$ cat config.mk
export PLATFORM = sky130hd
export DESIGN_NAME = hwcg_div_cell
export DESIGN_NICKNAME = d
export VERILOG_FILES = /design/src/rtl/core/hwcg_pkg.sv /design/src/rtl/core/hwcg_div_cell.sv
export SDC_FILE = /design/constraint.sdc
export NUM_CORES = 1
export LEC_CHECK = 0
export BUFFER_PORTS_ARGS = -buffer_cell sky130_fd_sc_hd__buf_2
export CORE_ASPECT_RATIO = 0.75
export CORE_MARGIN = 2
export CORE_UTILIZATION = 40
export CTS_BUF_LIST = sky130_fd_sc_hd__clkbuf_4 sky130_fd_sc_hd__clkbuf_8
export DETAILED_ROUTE_END_ITERATION = 10
export GPL_ROUTABILITY_DRIVEN = 1
export PLACE_DENSITY_LB_ADDON = 0.05
export REMOVE_ABC_BUFFERS = 1
export SLEW_MARGIN = 20
export SYNTH_ARGS = -nofsm -noshare
export SYNTH_HDL_FRONTEND = slang
export SYNTH_SLANG_ARGS = --single-unit
$ cat constraint.sdc
create_clock -name clock -period 4.9 [get_ports clock]
set_clock_uncertainty 0.15 [all_clocks]
set_input_delay 0.98 -clock clock [delete_from_list [all_inputs] [get_ports clock]]
set_output_delay 0.98 -clock clock [all_outputs]
set_load 0.01 [all_outputs]
$ cat src/rtl/core/hwcg_pkg.sv
// ----------------------------------------------------------------------------
// hwcg_pkg
// Shared types and constants of the Hann window coefficient generator.
// ----------------------------------------------------------------------------
package hwcg_pkg;

   localparam int          NUM_STEPS        = 5;
   localparam int          DIV_CELLS        = 31;
   localparam logic [31:0] PI_Q30           = 32'd3373259426;
   localparam logic [30:0] ONE_Q30          = 31'h4000_0000;
   localparam logic [0:0]  CSR_WINDOW_LENGTH = 1'b0;
   localparam logic [0:0]  CSR_PERIODIC_MODE = 1'b1;
   localparam logic [12:0] WINDOW_LENGTH_RESET = 13'd512;

   localparam logic [6:0]  STEP_K [NUM_STEPS] = '{7'd110, 7'd72, 7'd42, 7'd20, 7'd6};
   localparam logic [29:0] STEP_RECIP [NUM_STEPS] =
      '{30'd39045157, 30'd59652323, 30'd102261126, 30'd214748364, 30'd715827882};

   typedef struct packed {
      logic        valid;
      logic        oor;
      logic [13:0] rem;
      logic [30:0] bits;
      logic [30:0] quo;
   } div_type;

   typedef struct packed {
      logic        valid;
      logic        oor;
      logic [30:0] t;
      logic [31:0] t2;
      logic [30:0] h;
   } poly_type;

endpackage

$ cat src/rtl/core/hwcg_div_cell.sv
// ----------------------------------------------------------------------------
// hwcg_div_cell
// One restoring division cell: produces one quotient bit per request.
// ----------------------------------------------------------------------------
module hwcg_div_cell (
   input  logic              clock,
   input  logic              reset,
   input  logic              advance,
   input  logic [13:0]       den,
   input  hwcg_pkg::div_type upstream,
   output hwcg_pkg::div_type downstream
);

   hwcg_pkg::div_type stage_ff;
   hwcg_pkg::div_type stage_in;
   logic [14:0]       trial;
   logic [14:0]       diff;
   logic              ge;

   always_comb begin
      trial          = {upstream.rem, upstream.bits[30]};
      diff           = trial - {1'b0, den};
      ge             = (trial >= {1'b0, den});
      stage_in.valid = upstream.valid;
      stage_in.oor   = upstream.oor;
      stage_in.rem   = ge ? diff[13:0] : trial[13:0];
      stage_in.bits  = {upstream.bits[29:0], 1'b0};
      stage_in.quo   = {upstream.quo[29:0], ge};
   end

   always_ff @(posedge clock) begin
      if (reset) begin
         stage_ff.valid <= 1'b0;
      end else if (advance) begin
         stage_ff.valid <= stage_in.valid;
      end
   end

   always_ff @(posedge clock) begin
      if (advance) begin
         stage_ff.oor  <= stage_in.oor;
         stage_ff.rem  <= stage_in.rem;
         stage_ff.bits <= stage_in.bits;
         stage_ff.quo  <= stage_in.quo;
      end
   end

   assign downstream = stage_ff;

endmodule

### Word-level counts from Yosys, hierarchy flattened

Index checks and enable logic that the tools add are counted.

* register bits: 77
* output and inout port bits: 78
* input bits: 95

* magnitude comparators: 1
* add/subtract/negate cells: 1
* muxes and demuxes: 1

Operators by type and width (count)
* >= comparator 15 x 14 -> 1 bit: 1
* two-way mux 14 bit: 1
* subtractor 14 bit: 1

### Longest topological paths before layout

Gate-level depths: netlist of run 1.

* depth after elaboration: 2
* depth in mapped cells: 10
* gate-level depth less buffers: 10

### Worst setup path before layout of run 1

Ideal clock, no wire load.

* path kind: in2reg
* start point: input upstream[61] (netlist name)
* end point: register stage_ff, in the netlist downstream[70], data pin
* required time: 4490 ps
* stages: 10
* arrival: 2680 ps
* setup time: 260 ps
* slack: 1810 ps
* cell sequence: inv_1 > ha_1 > inv_1 > fa_1 > a21oi_1 > o2111a_1 > o21bai_1 > a21o_1 > xor2_1 > mux2_4

RTL lines
* start, declared: RTL line hwcg_div_cell.sv:10 `input hwcg_pkg::div_type upstream,`
* end, declared: RTL line hwcg_div_cell.sv:14 `hwcg_pkg::div_type stage_ff;`

==> flow_metrics.tcl, run 1 <==
set metrics [dict create \
    setup.worst_path.end_class "flop" \
    h-tree-depth 3 \
    synth_cells 209 \
    hold_viol_final 0 \
    ant_nets 0 \
    drive_above_1_share_pct 52.81 \
    final_cell_mix "buf_2, edfxtp_1, inv_1" \
    clkLatencyLatePin_ns 0.34 \
    grt_pass1_vias 2237 \
    die_w_um 109.7 \
    dieArea_um2 9136 \
    drt_first_pass_iters 4 \
    rows 28 \
    fmax_mhz 324.2 \
    hpwlAfterDp_um 5395 \
    numCtsBuffers 9 \
    setup_viol 0 \
    fill_cells 714 \
    worst_slew_pin_slew_ns 0.9790 \
    regArea_um2 2302 \
    hold-worst-slack_ns 0.3492 \
    start_util_pct 41.78 \
    cts_tree "built" \
    place_inst 481 \
    cts.path.max_buffers 2 \
    overflow 0 \
    arrival_ns 3.03 \
    crit_path_max_fanout 15 \
    ys_seq_area_share_pct 68.68 \
    largest_reg_flops 77 \
    outcome "complete, no violations" \
    rsz0062_at_grt "no" \
    diodes 0 \
    tns_ns 0 \
    async_flop_share_pct 0 \
    vdd_drop_max_mv 0.1908 \
    r2r_slack_ns 4.17 \
    final_common_cell "buf_2" \
    port_buffers 170 \
    startpoint_type "input pin" \
    synthesis.area_um2 3352 \
    core-area_um2 8023 \
    synthFlopType "edfxtp_1" \
    cellLeakagePower_nw 2.026 \
    cts.repair.resized 0 \
    die_y_um 83.28 \
    grt_pass1_wl_um 10940 \
    holdBufCountCts 0 \
    cp.required_ns 4.84 \
    drtIter0Drc 149 \
    worst-setup-path-type "in2reg" \
    yosysUniqueCellTypes 44 \
    hp-class "reg2reg" \
    syn_to_final_growth_pct 33.86 \
    syn_area_per_cell_um2 16.04 \
    grt_max_degree 78 \
    clock_sinks 77 \
    path_clk_slew_ns 0.09 \
    antenna_found_initial 0 \
    drc_errors 0 \
    grt_usage_pct 15.78 \
    slew_headroom_pct 34.73 \
    yosys_warnings 0 \
    finalCritPeriodShare_pct 62.95 \
    via_per_inst 4.690 \
    synth_edf_count 76 \
    root_buffer "clkbuf_8" \
    multi_input_area_um2 940.9 \
    cap_violations 0 \
    vias 2331 \
    post_cts_buffers 0 \
    routed_wl_um 7179 \
    nNetsFinal 498 \
    final-instance-count-excl-fill 497 \
    routedWlPerCell_um 14.44 \
    power.density_nw_per_um2 341.8 \
    synth-seq-cells 77 \
    finalCriticalPeriod_ns 3.084 \
    gp_congestion 0.7945 \
    ios 173 \
    slew_violations 0 \
]
-- cell usage after synthesis (3+ instances only) --
cell type  number  share of area (%)
nand2_1         4               0.45
inv_1          21                2.4
edfxtp_1       76                 68
nor2b_1         3               0.56
nand3_1         5               0.75
mux2_2          5                1.7
mux2_4          7                3.1
xnor2_1         8                2.1
a21oi_1         5               0.75
ha_1           15                5.6
a21o_1          3               0.67
nor2_1         12                1.3
and3_1          3               0.56
mux2i_1         4                1.2
-- power breakdown --
group,total (W),leakage (nW),internal [W],switching (W)
combinational,0.000286,1.19,0.000136,0.000150
sequential,0.000807,0.752,0.000795,0.0000119
clock,0.000441,0.0862,0.000191,0.000249
-- per-stage QoR --
stage / cell area [um2] / total power [W] / utilization [%] / worst slack, ns
3_5_place_dp: 4307 / 0.001111 / 53.68 / 1.445
3_3_place_gp: 4307 / 0.001108 / 53.68 / 1.484
4_1_cts: 4487 / 0.001555 / 55.93 / 1.828
2_1_floorplan: 3322 / 0.0009821 / - / 1.810
6_report: 4487 / 0.001534 / 55.93 / 1.816
5_1_grt: 4487 / 0.001612 / 55.93 / 1.690
-- layout make-up --
| type | count | area share [%] |
|---|---|---|
| sequential | 77 | 51.31 |
| clock buffer | 9 | 2.761 |
| clock inverter | 7 | 1.255 |
| inverter | 21 | 1.757 |
| timing repair buffer | 170 | 19.02 |
| multi-input combinational | 108 | 20.97 |
| tap | 105 | 2.928 |
-- kinds of logic after synthesis --
logic type / Yosys count / synth area share [%]
XOR/XNOR: 10 / 2.613
multiplexers: 16 / 6.010
AND/OR/NAND/NOR: 34 / 5.226
buffers and inverters: 24 / 3.248
flip-flops: 77 / 68.68
adder cells (fa/ha/maj): 16 / 6.196
AO/OA/AOI/OAI: 31 / 7.913
other: 1 / 0.1119
-- routing by layer --
metal	global-route usage [%]	wire length, um	vias to the layer above
li1	-	-	1139
met2	24.47	3187	123
met1	19.73	3078	1054
met4	5.524	150	0
met5	0	0	-
met3	6.672	762	15
-- worst max-delay path, stage by stage --
cell and delay (ns):
buf_2 0.12, ha_1 0.43, o21ai_0 0.18, o21ai_1 0.18, a31oi_2 0.14, o211ai_4 0.60, mux2_2 0.40
-- final timing paths --
check	start	end	cells after the start
setup / recovery	upstream[68]	downstream[67]	7
setup reg to reg	downstream[77]	downstream[77]	2
hold reg to reg	downstream[77]	downstream[77]	2
hold / removal	downstream[77]	downstream[77]	2
(Power assumes the default switching activity.)
==> inputs of run 2 (changes only) <==
Clock period 4.9 ns to 3.1 ns, I/O delays scaled along.
==> run 2 against run 1 <==
Against the previous run:
- worst setup slack got worse by 1.4 ns
- global-route usage rose by 0.91 points
- wire length is 4.4% higher
- critical path depth grew 4
- hold slack worse by 0.083 ns
- critical endpoint is now downstream[70]
==> flow_metrics.tcl, run 2 (same netlist as run 1, synthesis figures left out) <==
set metrics [dict create \
    rr_worst_depth 2 \
    vias 2332 \
    via_per_inst 4.645 \
    grt_pass1_vias 2351 \
    final_cell_mix "buf_2, edfxtp_1, inv_1" \
    power.density_nw_per_um2 538.3 \
    largest_reg_flops 77 \
    antenna_found_initial 0 \
    hold_viol_final 0 \
    worst-setup-path-type "in2reg" \
    start_util_pct 41.78 \
    crit_family "compound AO/OA/AOI/OAI gates" \
    overflow 0 \
    rows 28 \
    root_buffer "clkbuf_8" \
    r2r_slack_ns 2.37 \
    vdd_drop_max_mv 0.2738 \
    path_buf_inv 3 \
    rsz0062_at_grt "no" \
    cap_violations 0 \
    hpwlAfterDp_um 5738 \
    p_int_w 0.001783 \
    port_buffers 170 \
    cp_common_cell "inv_1" \
    path_clk_slew_ns 0.09 \
    h-tree-depth 3 \
    dieArea_um2 9136 \
    drc_errors 0 \
    routed_wl_um 7494 \
    cts.path.max_buffers 2 \
    ios 173 \
    cp.required_ns 3.05 \
    ant_nets 0 \
    core-area_um2 8023 \
    hold_depth 2 \
    routedWlPerCell_um 14.93 \
    grt_usage_pct 16.70 \
    post_cts_buffers 0 \
    cpMaxStageDelayCell "fa_1" \
    worst_slew_pin_slew_ns 0.6879 \
    nNetsFinal 503 \
    startpoint_type "input pin" \
    holdBufCountCts 0 \
    grt_max_degree 48 \
    p_sw_w 0.0006597 \
    setup_viol 0 \
    fmax_mhz 367.4 \
    power_frac_comb_pct 18.9 \
    cts.repair.resized 0 \
    final_common_cell "buf_2" \
    drt_first_pass_iters 4 \
    cp.depth 11 \
    grt_pass1_wl_um 11440 \
    numCtsBuffers 9 \
    setup.worst_path.end_class "flop" \
    critPathMaxStageDelay_ns 0.40 \
    arrival_ns 2.67 \
    seqPwrFrac_pct 52.3 \
    slew_headroom_pct 53.92 \
    die_y_um 83.28 \
    outcome "complete, no violations" \
    clkLatencyLatePin_ns 0.34 \
    drive_above_1_share_pct 53.40 \
    clkPwrFrac_pct 28.8 \
    swShare_pct 27.01 \
    drtIter0Drc 115 \
    diodes 0 \
    clock_sinks 77 \
    tns_ns 0 \
    finalCritPeriodShare_pct 87.80 \
    syn_to_final_growth_pct 35.35 \
    crit_path_max_fanout 4 \
    cellLeakagePower_nw 2.055 \
    final_core_util_pct 56.55 \
    path_cells "buf_2 > inv_1 > ha_1 > inv_1 > fa_1 > a21oi_1 > o2111a_1 > o21bai_1 > a21o_1 > xor2_1 > mux2_4" \
    slew_violations 0 \
    gp_congestion 0.8389 \
    die_w_um 109.7 \
    cts_tree "built" \
    finalCriticalPeriod_ns 2.722 \
    hp-class "in2reg" \
]
==> run 2: cell count changes in the layout (fill, tap and decap cells not counted) <==
cell	before	now
buf_12	0	1
buf_4	1	5
==> run 2: worst paths after layout <==
check | start | endpoint
max | upstream[61] | downstream[70]
min | reset | downstream[77]
max reg2reg | downstream[77] | downstream[77]
min reg2reg | downstream[77] | downstream[77]
==> run 2: area by class of cell <==
class / count / area [um2]
tap: 105 / 131.4
multi-input combinational: 108 / 940.9
sequential: 77 / 2302
clock buffer: 9 / 123.9
clock inverter: 7 / 56.30
inverter: 21 / 78.83
timing repair buffer: 175 / 903.4
fill: 692 / 3486
==> run 2: per-stage QoR <==
step                      hold WS [ns]  worst slack [ns]  instance area [um2]  total power, W  instances
after floorplan                 0.3779            0.3701                 3322        0.001552        206
after global placement          0.3178           0.09148                 4357        0.001761        486
after detailed placement        0.3321           0.05185                 4357        0.001769        486
after CTS                       0.2432            0.4149                 4537        0.002477        502
after global routing            0.2465            0.2929                 4537        0.002577        502
final                           0.2657            0.3781                 4537        0.002442        502
==> run 2: power groups by stage <==
stage | Clock, W | Combinational [W] | Sequential, W
2_1_floorplan | 0 | 0.000192 | 0.00136
3_3_place_gp | 0 | 0.000463 | 0.00130
3_5_place_dp | 0 | 0.000467 | 0.00130
4_1_cts | 0.000729 | 0.000469 | 0.00128
5_1_grt | 0.000777 | 0.000510 | 0.00129
6_report | 0.000702 | 0.000462 | 0.00128
==> run 2: per-layer routing <==
layer | up-vias | track usage (%) | wire length, um
met5 | - | 0 | 0
met4 | 0 | 6.214 | 150
met3 | 14 | 7.221 | 678
met2 | 112 | 25.81 | 3441
met1 | 1055 | 20.65 | 3224
li1 | 1151 | - | -
